==> src/rtl/ubxr_pkg.sv <==
// ============================================================================
// ubxr_pkg
// Shared codes and constants of the frame payload receiver.
// ============================================================================
package ubxr_pkg;

    typedef logic [1:0] t_kind;
    typedef logic [1:0] t_status;

    localparam t_kind KIND_START = 2'd0;
    localparam t_kind KIND_BYTE  = 2'd1;
    localparam t_kind KIND_TICK  = 2'd2;

    localparam t_status STATUS_BYTE    = 2'd0;
    localparam t_status STATUS_EMPTY   = 2'd1;
    localparam t_status STATUS_TIMEOUT = 2'd2;

    typedef logic [1:0] t_cfg_index;

    localparam t_cfg_index CFG_MSG_CLASS  = 2'd0;
    localparam t_cfg_index CFG_MESSAGE_ID = 2'd1;
    localparam t_cfg_index CFG_DEADLINE   = 2'd2;

    localparam logic [7:0]  SYNC_FIRST     = 8'hB5;
    localparam logic [7:0]  SYNC_SECOND    = 8'h62;
    localparam logic [7:0]  CLASS_RESET    = 8'd1;
    localparam logic [7:0]  MSGID_RESET    = 8'd7;
    localparam logic [23:0] DEADLINE_RESET = 24'd230000;

endpackage

==> src/rtl/ubx_payload_receiver.sv <==
// ============================================================================
// ubx_payload_receiver
// Hunts for one binary GNSS frame in a byte stream and emits its payload, or an empty or timeout result.
// ============================================================================
//
//   channel   direction  handshake            payload
//   input     in         i_valid / o_ready    i_kind, i_rx_byte
//   output    out        o_valid / i_ready    o_status, o_data_byte,
//                                             o_byte_index, o_frame_length, o_last
//   config    in         i_cfg_we             i_cfg_index, i_cfg_data
//
// One request per cycle while o_ready is high; a result shows in the cycle after its request is taken.
// The frame state and the result register update in the same cycle.
// o_ready stays high while the result register is empty or being drained.
// A stalled result holds; new requests wait until it leaves.
// Reset is synchronous and disarms the receiver; control and config registers take reset values.
module ubx_payload_receiver
    import ubxr_pkg::*;
(
    input  logic        i_clk,
    input  logic        i_rst_n,
    input  logic        i_valid,
    output logic        o_ready,
    input  logic [1:0]  i_kind,
    input  logic [7:0]  i_rx_byte,
    output logic        o_valid,
    input  logic        i_ready,
    output logic [1:0]  o_status,
    output logic [7:0]  o_data_byte,
    output logic [15:0] o_byte_index,
    output logic [15:0] o_frame_length,
    output logic        o_last,
    input  logic        i_cfg_we,
    input  logic [1:0]  i_cfg_index,
    input  logic [23:0] i_cfg_data
);

    localparam logic [2:0] PH_IDLE    = 3'd0;
    localparam logic [2:0] PH_SYNC_A  = 3'd1;
    localparam logic [2:0] PH_SYNC_B  = 3'd2;
    localparam logic [2:0] PH_CLASS   = 3'd3;
    localparam logic [2:0] PH_MSGID   = 3'd4;
    localparam logic [2:0] PH_LEN_LO  = 3'd5;
    localparam logic [2:0] PH_LEN_HI  = 3'd6;
    localparam logic [2:0] PH_PAYLOAD = 3'd7;

    logic [7:0]  r_msg_class;
    logic [7:0]  r_message_id;
    logic [23:0] r_deadline;

    logic [2:0]  r_phase,  n_phase;
    logic [15:0] r_length, n_length;
    logic [15:0] r_taken,  n_taken;
    logic [23:0] r_time,   n_time;

    logic        r_out_valid, n_out_valid;
    t_status     r_status,    n_status;
    logic [7:0]  r_data,      n_data;
    logic [15:0] r_index,     n_index;
    logic [15:0] r_flen,      n_flen;
    logic        r_last,      n_last;

    logic        accept;
    logic [15:0] taken_inc;
    logic [15:0] length_full;

    assign o_ready      = !r_out_valid || i_ready;
    assign accept       = i_valid && o_ready;
    assign taken_inc    = r_taken + 16'd1;
    assign length_full  = {i_rx_byte, r_length[7:0]};

    always_comb begin
        n_phase     = r_phase;
        n_length    = r_length;
        n_taken     = r_taken;
        n_time      = r_time;
        n_out_valid = r_out_valid && !i_ready;
        n_status    = r_status;
        n_data      = r_data;
        n_index     = r_index;
        n_flen      = r_flen;
        n_last      = r_last;

        if (accept) begin
            if (i_kind == KIND_START) begin
                n_phase  = PH_SYNC_A;
                n_length = 16'd0;
                n_taken  = 16'd0;
                n_time   = r_deadline;
            end else if (r_phase != PH_IDLE && i_kind == KIND_TICK) begin
                if (r_time != 24'd0) begin
                    n_time = r_time - 24'd1;
                end
                if (r_time <= 24'd1) begin
                    n_phase     = PH_IDLE;
                    n_out_valid = 1'b1;
                    n_status    = STATUS_TIMEOUT;
                    n_data      = 8'd0;
                    n_index     = 16'd0;
                    n_flen      = 16'd0;
                    n_last      = 1'b1;
                end
            end else if (r_phase != PH_IDLE && i_kind == KIND_BYTE) begin
                unique case (r_phase)
                    PH_SYNC_A: begin
                        n_phase = (i_rx_byte == SYNC_FIRST) ? PH_SYNC_B : PH_SYNC_A;
                    end
                    PH_SYNC_B: begin
                        n_phase = (i_rx_byte == SYNC_SECOND) ? PH_CLASS : PH_SYNC_A;
                    end
                    PH_CLASS: begin
                        n_phase = (i_rx_byte == r_msg_class) ? PH_MSGID : PH_SYNC_A;
                    end
                    PH_MSGID: begin
                        n_phase = (i_rx_byte == r_message_id) ? PH_LEN_LO : PH_SYNC_A;
                    end
                    PH_LEN_LO: begin
                        n_length = {8'd0, i_rx_byte};
                        n_phase  = PH_LEN_HI;
                    end
                    PH_LEN_HI: begin
                        n_length = length_full;
                        n_taken  = 16'd0;
                        if (length_full == 16'd0) begin
                            n_phase     = PH_IDLE;
                            n_out_valid = 1'b1;
                            n_status    = STATUS_EMPTY;
                            n_data      = 8'd0;
                            n_index     = 16'd0;
                            n_flen      = 16'd0;
                            n_last      = 1'b1;
                        end else begin
                            n_phase = PH_PAYLOAD;
                        end
                    end
                    PH_PAYLOAD: begin
                        n_taken     = taken_inc;
                        n_out_valid = 1'b1;
                        n_status    = STATUS_BYTE;
                        n_data      = i_rx_byte;
                        n_index     = r_taken;
                        n_flen      = r_length;
                        n_last      = (taken_inc == r_length);
                        if (taken_inc == r_length) begin
                            n_phase = PH_IDLE;
                        end
                    end
                    default: begin
                        n_phase = PH_SYNC_A;
                    end
                endcase
            end
        end
    end

    always_ff @(posedge i_clk) begin
        if (!i_rst_n) begin
            r_msg_class  <= CLASS_RESET;
            r_message_id <= MSGID_RESET;
            r_deadline   <= DEADLINE_RESET;
        end else if (i_cfg_we) begin
            unique case (i_cfg_index)
                CFG_MSG_CLASS:  r_msg_class  <= i_cfg_data[7:0];
                CFG_MESSAGE_ID: r_message_id <= i_cfg_data[7:0];
                CFG_DEADLINE:   r_deadline   <= i_cfg_data;
                default: ;
            endcase
        end
    end

    always_ff @(posedge i_clk) begin
        if (!i_rst_n) begin
            r_phase     <= PH_IDLE;
            r_length    <= 16'd0;
            r_taken     <= 16'd0;
            r_time      <= 24'd0;
            r_out_valid <= 1'b0;
        end else begin
            r_phase     <= n_phase;
            r_length    <= n_length;
            r_taken     <= n_taken;
            r_time      <= n_time;
            r_out_valid <= n_out_valid;
        end
    end

    always_ff @(posedge i_clk) begin
        r_status <= n_status;
        r_data   <= n_data;
        r_index  <= n_index;
        r_flen   <= n_flen;
        r_last   <= n_last;
    end

    assign o_valid        = r_out_valid;
    assign o_status       = r_status;
    assign o_data_byte    = r_data;
    assign o_byte_index   = r_index;
    assign o_frame_length = r_flen;
    assign o_last         = r_last;

endmodule

==> config.mk <==
export PLATFORM = sky130hd
export DESIGN_NAME = ubx_payload_receiver
export DESIGN_NICKNAME = d
export VERILOG_FILES = /design/src/rtl/ubxr_pkg.sv /design/src/rtl/ubx_payload_receiver.sv
export SDC_FILE = /design/constraint.sdc
export NUM_CORES = 1
export LEC_CHECK = 0
export BUFFER_PORTS_ARGS = -buffer_cell sky130_fd_sc_hd__buf_2
export CAP_MARGIN = 20
export CORE_ASPECT_RATIO = 1.2
export CORE_UTILIZATION = 60
export CTS_CLUSTER_DIAMETER = 80
export CTS_CLUSTER_SIZE = 24
export DETAILED_ROUTE_END_ITERATION = 16
export PLACE_DENSITY = 0.84
export SYNTH_ARGS = -nofsm -noshare
export SYNTH_HDL_FRONTEND = slang
export SYNTH_SLANG_ARGS = --single-unit
==> constraint.sdc <==
create_clock -name i_clk -period 6.6 [get_ports i_clk]
set_input_delay 0.66 -clock i_clk [delete_from_list [all_inputs] [get_ports i_clk]]
set_output_delay 0.66 -clock i_clk [all_outputs]
set_load 0.005 [all_outputs]
# Yosys cells after proc, flatten, opt, wreduce, memory -nomap -nowiden
# Cells that the tools add are included.
# Widths: inputs -> output; s select.
dict set report word_totals {
  register_bits 143
  input_bits 41
  out_inout_bits 45
  word_cells 122
}
dict set report classes {
  n_addsub 2
  n_lt_le_gt_ge 1
  n_eq_ne 22
  n_mux 52
  n_bitwise 1
  n_reduce_logical 30
}
# cell n
set op_table {}
lappend op_table {{$mux 16} 12}
lappend op_table {{$pmux 16 s2} 4}
lappend op_table {{$mux 24} 3}
lappend op_table {{$mux 8} 4}
lappend op_table {{$le 24x1->1 const B} 1}
lappend op_table {{$mux 3} 8}
lappend op_table {{$reduce_bool 24->1} 1}
lappend op_table {{$sub 24x1->24 const B} 1}
lappend op_table {{$pmux 3 s7} 1}
lappend op_table {{$add 16x1->16 const B} 1}
lappend op_table {{$eq 16x16->1} 1}
lappend op_table {{$eq 8x8->1} 2}
lappend op_table {{$logic_not 16->1} 1}
lappend op_table {{$pmux 8 s2} 1}
lappend op_table {{$reduce_bool 3->1} 5}
lappend op_table {{$eq 3x3->1 const B} 4}
lappend op_table {{$mux 2} 6}
lappend op_table {{$reduce_and 4->1} 3}
lappend op_table {{$mux 1} 10}
lappend op_table {{$reduce_bool 2->1} 5}
lappend op_table {{$eq 8x7->1 const B} 1}
lappend op_table {{$eq 8x8->1 const B} 1}
lappend op_table {{$eq 3x2->1 const B} 2}
lappend op_table {{$reduce_and 2->1} 3}
lappend op_table {{other kinds (18)} 27}

# Logic depth before layout (Yosys ltp)
# Gate-level depths: netlist of run 1.
dict set report logic_depth {
  depth_word 8
  mapped_depth 10
  mapped_depth_nobuf 9
}

# Least setup slack after synthesis of run 1
# Ideal clock, no wire load.
dict set report synth_path {
  path_kind {input-to-reg}
  startpoint {in i_rx_byte[4]}
  endpoint {reg r_index[0], in the netlist o_byte_index[0], enable pin}
  setup_time_ps 449
  arrival_time_ps 3953
  required_time_ps 6151
  slack_ps 2198
  cell_stages 6
  n_path_buf 1
  cell_sequence {clkbuf_1 or4_1 nor4_1 nor2_1 o22ai_1 nor2b_1}
}
dict set report synth_between {
  elab_chain_len 3
}
# element line
set synth_rtl {}
lappend synth_rtl {{start: declaration} ubx_payload_receiver.sv:25} ;# input logic [7:0] i_rx_byte,
lappend synth_rtl {{$logic_not 16->1} ubx_payload_receiver.sv:124} ;# if (length_full == 16'd0) begin
lappend synth_rtl {{$ne 3x3->1 (no line)} n/a}
lappend synth_rtl {{$reduce_and 6->1 (no line)} n/a}
lappend synth_rtl {{end signal: assignment} ubx_payload_receiver.sv:190} ;# r_index <= n_index;
lappend synth_rtl {{end: declaration} ubx_payload_receiver.sv:59} ;# logic [15:0] r_index, n_index;
# No other way between the ends.
# A chain may end at the register's enable or synchronous reset.

# Worst setup path in the final report of run 1
dict set report layout_path {
  startpoint {reg r_time[5]}
  endpoint {reg r_data[1], in the netlist o_data_byte[1], enable pin}
}
dict set report layout_between {
  elab_chain_len 3
}
# element line
set layout_rtl {}
lappend layout_rtl {{start: declaration} ubx_payload_receiver.sv:54} ;# logic [23:0] r_time, n_time;
lappend layout_rtl {{start signal: assignment} ubx_payload_receiver.sv:182} ;# r_time <= n_time;
lappend layout_rtl {{$le 24x1->1} ubx_payload_receiver.sv:94} ;# if (r_time <= 24'd1) begin
lappend layout_rtl {{$ne 2x1->1 (no line)} n/a}
lappend layout_rtl {{$reduce_and 6->1 (no line)} n/a}
lappend layout_rtl {{end signal: assignment} ubx_payload_receiver.sv:189} ;# r_data <= n_data;
lappend layout_rtl {{end: declaration} ubx_payload_receiver.sv:58} ;# logic [7:0] r_data, n_data;
# No other way between the ends.

==> qor.csv, run 1 <==
metric;value;unit
dpl cells;998;
initial antenna violation count;1;
Max-Cap Viols;0;
Clk Tree Root Cell;clkbuf_16;
CTS Buf Count;17;
Post-Route WL;17410;microns
Residual DRC;2;
fmax;342.5;MHz
routed len/inst;16.82;microns
CTS tree;done;
commonest non-fill, non-tap cell in the layout;nand2_1;
Die ar.;0.01227;sq mm
DPL Wire Length;11680;microns
fin crit share;0.4424;
Cells after Synth;817;
CTS hold repair buffers;0;
vias in the first global route;5920;
Post-DRT Antenna Nets;0;
Post-Syn Area;0.007096;sq mm
WP buf/inv;1;
via/cell ratio;6.114;
RePlAce Congestion;0.9035;
Post-CTS Resized;0;
fillers;926;
nets@finish;909;
crit-path max FO;35;
area delta synth->final;14.51;%
Yosys Warn Count;0;
Synth Area per Inst;8.685;sq um
Netlist cell types;64;
pre-CTS setup slack;3.026;ns
sequential fraction of the synthesis area;0.4641;
Total GRT Usage;0.2941;
violated checks;design-rule violations;
most frequent cells in the layout;nand2_1 (108), dfxtp_1 (100), buf_2 (85);
Tmin final;2.920;ns
Clock Path Buffers;2;
Final WS setup;3.680;ns
share of cells above drive strength 1;0.1676;
ys async rst share;0;
io pins;86;
H-tree lvl count;4;
final clock skew;0.008718;ns
DP Area;0.007490;sq mm
final setup TNS;0;ns
Util after Layout;0.7057;
Power per Cell Area;259.2;mW/mm^2
RSZ-0062 raised after global routing;false;
leakage;3.205;nW
first-pass GRT wire length;28100;microns
DR iter-0 viols;530;
hold crit path type;reg2reg;
critical path endpoint category;flop;
Post-synth EDFFs;43;
Setup crit start kind;flop;
Worst Path Required;6.72;ns
VDD IR max;238.4;uV
Congestion Overflow GR;0;
CP max stage delay;0.59;ns
Die Width;101.3;microns
Finished Layout Cells;1035;
# setup viols final;0;
delay-heaviest family, CP;simple AND/OR/NAND/NOR gates;
Relative slew margins;0.3453;
Seq cells post-synth;143;
later-pin clock latency in the skew report;0.42;ns
Top FF cell, synth;dfxtp_1;
worst slew pin tran;0.9790;ns
DRT Pass-1 Iters;13;
final-report max-slew violation count;0;
run status;finished, violations left;
CTS Sinks;143;
post-route cell area;0.008125;sq mm
core box area;0.01151;sq mm
worst path arrival time;3.04;ns
crit path cell chain;or4_4, nor4_4, nand4_1, o22ai_1, nor2b_4, buf_12;
kind of critical path;reg2reg;
via count;6328;
clock slew at reported path FFs;0.06;ns
# Post-CTS Setup Buffers;0;
standard-cell rows;43;
largest net degree at the start of global routing;80;
syn nets;862;
Die Y-Extent;121.1;microns
Starting Density;0.6163;
final hold vios;0;
slowest CP cell;or4_4;
Port Buf Inserts;85;
-- worst paths after layout --
kind         cells after the start  slack [ns]     startpoint             end
max                              6        3.68      r_time[5]  o_data_byte[1]
min                              2        0.45  r_deadline[8]   r_deadline[8]
max reg2reg                      6        3.68      r_time[5]  o_data_byte[1]
min reg2reg                      2        0.45  r_deadline[8]   r_deadline[8]
-- registers in the layout, indices dropped and copies added, names as in the netlist --
| name | flops |
|---|---|
| o_byte_index | 16 |
| o_data_byte | 8 |
| o_frame_length | 16 |
| o_last | 1 |
| o_status | 2 |
| o_valid | 1 |
| r_deadline | 24 |
| r_length | 16 |
| r_message_id | 8 |
| r_msg_class | 8 |
| r_phase | 3 |
| r_taken | 16 |
| r_time | 24 |
-- metrics by stage --
step,hold WS [ns],total power [mW]
after floorplan,0.4332,1.124
after global placement,0.4481,1.170
after detailed placement,0.4503,1.180
after CTS,0.4446,2.106
after global routing,0.4673,2.177
final,0.4541,2.106
-- power by group --
part / switching [mW] / leakage (nW) / total [mW] / internal [mW]
clock: 0.394 / 0.287 / 0.935 / 0.541
sequential: 0.0204 / 1.21 / 0.942 / 0.921
combinational: 0.145 / 1.71 / 0.229 / 0.0839
total: 0.559 / 3.20 / 2.11 / 1.55
-- area by class of cell --
cell class | instances | area [sq um] | area share
multi-input combinational | 601 | 3515 | 0.4326
clock buffer | 18 | 439.2 | 0.05405
clock inverter | 14 | 143.9 | 0.01771
timing repair buffer | 93 | 505.5 | 0.06221
antenna | 1 | 2.502 | 0.0003080
inverter | 8 | 30.03 | 0.003696
sequential | 143 | 3293 | 0.4053
tap | 157 | 196.4 | 0.02418
-- per-layer routing --
metal	vias up	track usage	wire, microns
li1	3008	-	-
met1	2998	0.3347	6742
met2	268	0.5106	9008
met3	54	0.05472	923
met4	0	0.1694	737
met5	-	0	0
-- Yosys cell counts (4+ instances only) --
library cell / n / area [sq um]
o31ai_1: 6 / 45.04
nor4_1: 15 / 93.84
a31oi_1: 7 / 43.79
clkbuf_1: 52 / 195.2
inv_1: 7 / 26.28
nand3_1: 39 / 195.2
dfxtp_1: 100 / 2002
o211ai_1: 7 / 52.55
or3_1: 7 / 43.79
nand4_1: 7 / 43.79
o221a_2: 4 / 45.04
or4_1: 4 / 30.03
nand2b_1: 12 / 75.07
xnor2_1: 22 / 192.7
ha_1: 4 / 50.05
xor2_1: 18 / 157.7
edfxtp_1: 43 / 1291
nor3_1: 27 / 135.1
nor3b_1: 9 / 67.56
a21oi_1: 81 / 405.4
buf_2: 5 / 25.02
nor2_1: 72 / 270.3
o21a_1: 4 / 30.03
nand2_1: 108 / 405.4
mux2i_1: 19 / 190.2
and3_1: 43 / 269.0
o21ai_0: 24 / 120.1
o21ai_1: 9 / 45.04
buf_1: 4 / 15.01
-- cells by family after synthesis --
kind of cell | count (synthesis) | synth area share
AOI/OAI and AO/OA | 170 | 0.1497
xor gates and xnor gates | 40 | 0.04937
adders and majority gates | 4 | 0.007054
buffers and inverters | 73 | 0.04267
DFF | 143 | 0.4641
muxes | 19 | 0.02680
and+or+nand+nor | 368 | 0.2603
-- tightest hold or removal path: cells and delay by family, from the launching register on --
| family | cells | cell delay (ns) |
|---|---|---|
| flops | 1 | 0.31 |
| simple gates | 1 | 0.05 |
| compound gates | 1 | 0.05 |
Power figures use the tool's default switching activity.
==> inputs of run 2 (changes only) <==
--- a/config.mk
+++ b/config.mk
@@ -8,11 +8,11 @@
 export BUFFER_PORTS_ARGS = -buffer_cell sky130_fd_sc_hd__buf_2
 export CAP_MARGIN = 20
 export CORE_ASPECT_RATIO = 1.2
-export CORE_UTILIZATION = 60
+export CORE_UTILIZATION = 58
 export CTS_CLUSTER_DIAMETER = 80
 export CTS_CLUSTER_SIZE = 24
 export DETAILED_ROUTE_END_ITERATION = 16
-export PLACE_DENSITY = 0.84
+export PLACE_DENSITY = 0.82
 export SYNTH_ARGS = -nofsm -noshare
 export SYNTH_HDL_FRONTEND = slang
 export SYNTH_SLANG_ARGS = --single-unit
==> constraint.sdc (replaced) <==
create_clock -name i_clk -period 2.69 [get_ports i_clk]
set_input_delay 0.269 -clock i_clk [delete_from_list [all_inputs] [get_ports i_clk]]
set_output_delay 0.269 -clock i_clk [all_outputs]
set_load 0.005 [all_outputs]
==> run 2 against run 1 <==
- the flow now finishes without violations
- flip-flop and latch count unchanged
- worst hold slack worse by 0.40 ns
- combinational power increased to 2.6 times the previous value
- cell count increased by 1.8%
- sequential power grew 140%
- sequential share of layout area decreased by 0.66 points
- register-to-register slack got worse by 3.5 ns
- via count grew 1.7%
- clock skew down 0.0020 ns
- largest cell class unchanged
- highest routed layer unchanged
==> qor.csv, run 2 (synthesized netlist as in run 1, its figures left out) <==
metric;value;unit;change
HP Start;i_cfg_data[15];;was r_deadline[8]
Relative slew margins;0.3935;;was 0.3453
clock slew at reported path FFs;0.06;ns;about the same
Die ar.;0.01268;sq mm;was 0.01227 sq mm
Post-Route WL;18640;microns;was 17410 microns
initial antenna violation count;0;;was 1
CTS hold repair buffers;0;;unchanged
Clk Tree Root Cell;clkbuf_16;;unchanged
via/cell ratio;6.108;;was 6.114
Post-DRT Antenna Nets;0;;unchanged
busiest metal layer after global routing;met2;;unchanged
delay-heaviest family, CP;simple AND/OR/NAND/NOR gates;;unchanged
Finished Layout Cells;1054;;was 1035
via count;6438;;was 6328
CP max stage delay;0.58;ns;was 0.59 ns
Power per Cell Area;613.4;mW/mm^2;was 259.2 mW/mm^2
later-pin clock latency in the skew report;0.42;ns;about the same
area delta synth->final;16.49;%;was 14.51%
hold path endpoint;r_deadline[15];;was r_deadline[8]
Worst Path Required;2.79;ns;was 6.72 ns
Max-Cap Viols;0;;unchanged
Residual DRC;0;;was 2
# Post-CTS Setup Buffers;0;;unchanged
final-report max-slew violation count;0;;unchanged
fmax;398.0;MHz;was 342.5 MHz
crit-path max FO;43;;was 35
Final WS setup;0.1771;ns;was 3.680 ns
GR Layer Usage met1;0.3453;;was 0.3347
Reg2Reg Depth;6;;unchanged
DRT Pass-1 Iters;5;;was 13
routing usage on met3;0.06614;;was 0.05472
DPL Wire Length;12580;microns;was 11680 microns
slowest CP cell;or4_1;;was or4_4
CTS Buf Count;17;;unchanged
Post-CTS Resized;0;;unchanged
# diodes;0;;was 1
worst slew pin tran;0.9071;ns;was 0.9790 ns
leakage;3.283;nW;was 3.205 nW
Port Buf Inserts;85;;unchanged
final setup TNS;0;ns;unchanged
vias in the first global route;6277;;was 5920
Clock Path Buffers;2;;unchanged
standard-cell rows;43;;unchanged
Tmin final;2.513;ns;was 2.920 ns
run status;completed;;was finished, violations left
pre-CTS setup slack;0.1689;ns;was 3.026 ns
H-tree lvl count;4;;unchanged
Die Width;103.0;microns;was 101.3 microns
share of cells above drive strength 1;0.1895;;was 0.1676
critical path endpoint category;flop;;unchanged
final hold vios;0;;unchanged
RSZ-0062 raised after global routing;false;;unchanged
worst r2r src;r_time[16];;was r_time[5]
worst path arrival time;2.62;ns;was 3.04 ns
dpl cells;1022;;was 998
WP buf/inv;1;;unchanged
Util after Layout;0.7047;;was 0.7057
nets@finish;929;;was 909
fin crit share;0.9341;;was 0.4424
met2 Use GR;0.5238;;was 0.5106
# setup viols final;0;;unchanged
CTS Sinks;143;;unchanged
Congestion Overflow GR;0;;unchanged
core box area;0.01173;sq mm;was 0.01151 sq mm
worst r2r dst;o_frame_length[8];;was o_data_byte[1]
largest net degree at the start of global routing;44;;was 80
most frequent cells in the layout;nand2_1 (108), dfxtp_1 (98), buf_2 (85);;was nand2_1 (108), dfxtp_1 (100), buf_2 (85)
CTS tree;done;;unchanged
reg-to-reg setup timing slack;0.18;ns;was 3.68 ns
crit path cell chain;or4_1, nor3_1, nand4_1, o22ai_1, nor2b_4, buf_12;;was or4_4, nor4_4, nand4_1, o22ai_1, nor2b_4, buf_12
VDD IR max;458.5;uV;was 238.4 uV
final clock skew;0.006731;ns;was 0.008718 ns
Total GRT Usage;0.3121;;was 0.2941
commonest non-fill, non-tap cell in the layout;nand2_1;;unchanged
Setup crit start kind;flop;;unchanged
kind of critical path;reg2reg;;unchanged
io pins;86;;unchanged
Regs by FF count;r_deadline (24), r_time (24);;unchanged
Die Y-Extent;123.2;microns;was 121.1 microns
first-pass GRT wire length;30020;microns;was 28100 microns
RePlAce Congestion;0.9720;;was 0.9035
Starting Density;0.6050;;was 0.6163
hold depth;3;;was 2
DR iter-0 viols;480;;was 530
hold crit path type;in2reg;;was reg2reg
routed len/inst;17.69;microns;was 16.82 microns
-- run 2: changes by cell type in the layout (fill, tap and decap cells not counted), moves of 2 or more --
cell and change:
buf_4 +20, inv_6 -4, clkbuf_1 +2, clkinv_2 +2, dfxtp_1 -2, dfxtp_2 +2
inv_8 -2
-- run 2: worst max-delay path by stage --
stage	cells after the start	to	slack (ns)	startpoint
finish	6	o_frame_length[8]	0.18	r_time[16]
global route	6	o_data_byte[6]	0.03	r_time[9]
CTS	8	r_phase[1]	0.15	r_taken[0]
detailed placement	8	r_phase[1]	0.17	r_taken[0]
global placement	7	r_phase[1]	0.24	r_taken[5]
floorplan	6	o_byte_index[0]	0.003	i_rx_byte[4]
-- run 2: area by class of cell --
| cell class | count | area [sq um] |
|---|---|---|
| multi-input cells | 601 | 3533 |
| fillers | 918 | 3463 |
| flip-flops and latches | 143 | 3296 |
| repair buffers | 113 | 660.6 |
| clock buffers | 19 | 432.9 |
| well taps | 157 | 196.4 |
| clock inverters | 13 | 116.4 |
| inverters | 8 | 30.03 |
-- run 2: report_power, final --
| part | switching (mW) | internal, mW | leakage, nW |
|---|---|---|---|
| clock network | 0.907 | 1.27 | 0.265 |
| registers | 0.0436 | 2.26 | 1.21 |
| logic | 0.371 | 0.216 | 1.81 |
-- run 2: worst reg2reg max path: stages (launching register included) --
cell and delay [ns]:
dfxtp_1 0.36, or4_1 0.58, nor3_1 0.35, nand4_1 0.20, o22ai_1 0.23, nor2b_4 0.20, buf_12 0.25
-- run 2: through the flow --
stage	power, mW	hold slack [ns]	area (sq um)
6_report	5.070	0.05768	8265
3_3_place_gp	2.890	0.4442	7701
2_1_floorplan	2.758	0.3930	7109
5_1_grt	5.237	0.04637	8265
4_1_cts	5.080	0.04754	8250
3_5_place_dp	2.911	0.4507	7701
-- run 2: metal layers --
layer	vias to the layer above	part of all wire
li1	3050	-
met1	3010	0.38
met2	306	0.50
met3	72	0.061
met4	0	0.062
met5	-	0
==> inputs of run 3 (changes only) <==
--- a/config.mk
+++ b/config.mk
@@ -8,11 +8,12 @@
 export BUFFER_PORTS_ARGS = -buffer_cell sky130_fd_sc_hd__buf_2
 export CAP_MARGIN = 20
 export CORE_ASPECT_RATIO = 1.2
-export CORE_UTILIZATION = 58
+export CORE_UTILIZATION = 55
 export CTS_CLUSTER_DIAMETER = 80
 export CTS_CLUSTER_SIZE = 24
 export DETAILED_ROUTE_END_ITERATION = 16
-export PLACE_DENSITY = 0.82
+export PLACE_DENSITY = 0.78
+export SLEW_MARGIN = 25
 export SYNTH_ARGS = -nofsm -noshare
 export SYNTH_HDL_FRONTEND = slang
 export SYNTH_SLANG_ARGS = --single-unit
==> run 3 against run 2 <==
- total power grew 5.3%
- critical path depth is the same
- worst setup slack worse by 0.029 ns
- cell count grew 1.0%
- utilization fell by 4.1 points
- register-to-register slack got worse by 0.03 ns
- critical path type unchanged
- die area rose by 5.4%
- fmax decreased by 1.2%
- routed wire length shrank 2.3%
- combinational power decreased by 2%
- count of clock-buffer cells in the layout up 7
- global-route usage is 3.3 points lower
==> qor.csv, run 3 (synthesized netlist as in run 1, its figures left out) <==
metric;value;unit;change
worst r2r dst;o_frame_length[3];;was o_frame_length[8]
Post-DRT Antenna Nets;0;;unchanged
Tmin final;2.542;ns;was 2.513 ns
final setup TNS;0;ns;unchanged
io pins;86;;unchanged
most frequent cells in the layout;nand2_1 (108), dfxtp_1 (99), buf_2 (85);;was nand2_1 (108), dfxtp_1 (98), buf_2 (85)
# diodes;0;;unchanged
# Post-CTS Setup Buffers;0;;unchanged
HP Start;i_cfg_data[15];;unchanged
largest net degree at the start of global routing;50;;was 44
Die Width;105.7;microns;was 103.0 microns
Congestion Overflow GR;0;;unchanged
Starting Density;0.5626;;was 0.6050
Port Buf Inserts;85;;unchanged
Design Power;5.340;mW;was 5.070 mW
Residual DRC;0;;unchanged
fmax;393.3;MHz;was 398.0 MHz
DR iter-0 viols;389;;was 480
vias in the first global route;6014;;was 6277
Relative slew margins;0.4036;;was 0.3935
Power per Cell Area;638.3;mW/mm^2;was 613.4 mW/mm^2
Setup crit start kind;flop;;unchanged
Total GRT Usage;0.2793;;was 0.3121
VDD IR max;389.7;uV;was 458.5 uV
area delta synth->final;17.92;%;was 16.49%
first-pass GRT wire length;29360;microns;was 30020 microns
commonest non-fill, non-tap cell in the layout;nand2_1;;unchanged
run status;completed;;unchanged
worst r2r src;r_time[16];;unchanged
Reg2Reg Depth;6;;unchanged
core box area;0.01261;sq mm;was 0.01173 sq mm
Clock Path Buffers;2;;unchanged
later-pin clock latency in the skew report;0.42;ns;about the same
worst path arrival time;2.65;ns;was 2.62 ns
critical path endpoint category;flop;;unchanged
Post-Route WL;18220;microns;was 18640 microns
RSZ-0062 raised after global routing;false;;unchanged
Worst Path Required;2.80;ns;was 2.79 ns
hold depth;3;;unchanged
CTS Buf Count;17;;unchanged
via/cell ratio;5.977;;was 6.108
clock slew at reported path FFs;0.06;ns;about the same
fin crit share;0.9451;;was 0.9341
# setup viols final;0;;unchanged
worst slew pin tran;0.8918;ns;was 0.9071 ns
RePlAce Congestion;0.8891;;was 0.9720
reg-to-reg setup timing slack;0.15;ns;was 0.18 ns
CTS tree;done;;unchanged
CTS Sinks;143;;unchanged
routed len/inst;17.11;microns;was 17.69 microns
DPL Wire Length;12400;microns;was 12580 microns
initial antenna violation count;0;;unchanged
H-tree lvl count;4;;unchanged
Die ar.;0.01336;sq mm;was 0.01268 sq mm
hold path endpoint;r_deadline[15];;unchanged
DRT Pass-1 Iters;7;;was 5
share of cells above drive strength 1;0.1920;;was 0.1895
final hold vios;0;;unchanged
Max-Cap Viols;0;;unchanged
via count;6366;;was 6438
nets@finish;933;;was 929
hold crit path type;in2reg;;unchanged
leakage;3.347;nW;was 3.283 nW
Regs by FF count;r_deadline (24), r_time (24);;unchanged
kind of critical path;reg2reg;;unchanged
Clk Tree Root Cell;clkbuf_16;;unchanged
crit-path max FO;43;;unchanged
Die Y-Extent;126.4;microns;was 123.2 microns
standard-cell rows;45;;was 43
final clock skew;0.009419;ns;was 0.006731 ns
final-report max-slew violation count;0;;unchanged
-- run 3: worst max-delay path by stage --
stage | startpoint | endpoint | depth (start not counted)
after floorplan | i_rx_byte[4] | o_byte_index[0] | 6
after global placement | r_taken[0] | r_phase[1] | 8
after detailed placement | r_taken[0] | r_phase[1] | 8
after CTS | r_taken[0] | r_phase[2] | 8
after global routing | r_taken[1] | r_phase[1] | 8
final | r_time[16] | o_frame_length[3] | 6
-- run 3: critical path: stages, from the launching register on --
cell and delay [ns]:
dfxtp_1 0.34, or4_1 0.59, nor3_1 0.36, nand4_1 0.21, o22ai_1 0.25, nor2b_4 0.21
buf_12 0.23
-- run 3: metal layers --
metal,GRT usage,part of all wire,up-vias
li1,-,-,3062
met1,0.3103,0.39,3000
met2,0.4937,0.51,242
met3,0.05344,0.052,62
met4,0.1667,0.049,0
met5,0,0,-
-- run 3: timing repair --
item,4_1_cts,5_1_grt
gates resized for setup,0,2
setup endpoints to repair,0,3
hold buffers,0,0
-- run 3: metrics by stage --
| step | setup slack [ns] | utilization | hold WS [ns] | cell area (sq um) | std cells |
|---|---|---|---|---|---|
| 2_1_floorplan | 0.003446 | - | 0.3930 | 7109 | 817 |
| 3_3_place_gp | 0.2586 | 0.6127 | 0.4455 | 7727 | 1033 |
| 3_5_place_dp | 0.1707 | 0.6127 | 0.4486 | 7727 | 1033 |
| 4_1_cts | 0.1519 | 0.6631 | 0.04742 | 8363 | 1065 |
| 5_1_grt | 0.06649 | 0.6634 | 0.04651 | 8367 | 1065 |
| 6_report | 0.1477 | 0.6634 | 0.04996 | 8367 | 1065 |
-- run 3: power breakdown --
part | leakage (nW) | total [mW] | switching, mW | internal (mW)
Clock | 0.315 | 2.46 | 0.894 | 1.56
Sequential | 1.21 | 2.31 | 0.0461 | 2.26
Combinational | 1.83 | 0.575 | 0.359 | 0.216
-- run 3: final cells by class --
cell class	instances	area, sq um
multi-input combinational	601	3523
sequential	143	3294
inverter	8	30.03
tap	164	205.2
clock inverter	6	62.56
clock buffer	26	573.1
fill	1092	4245
timing repair buffer	117	678.2
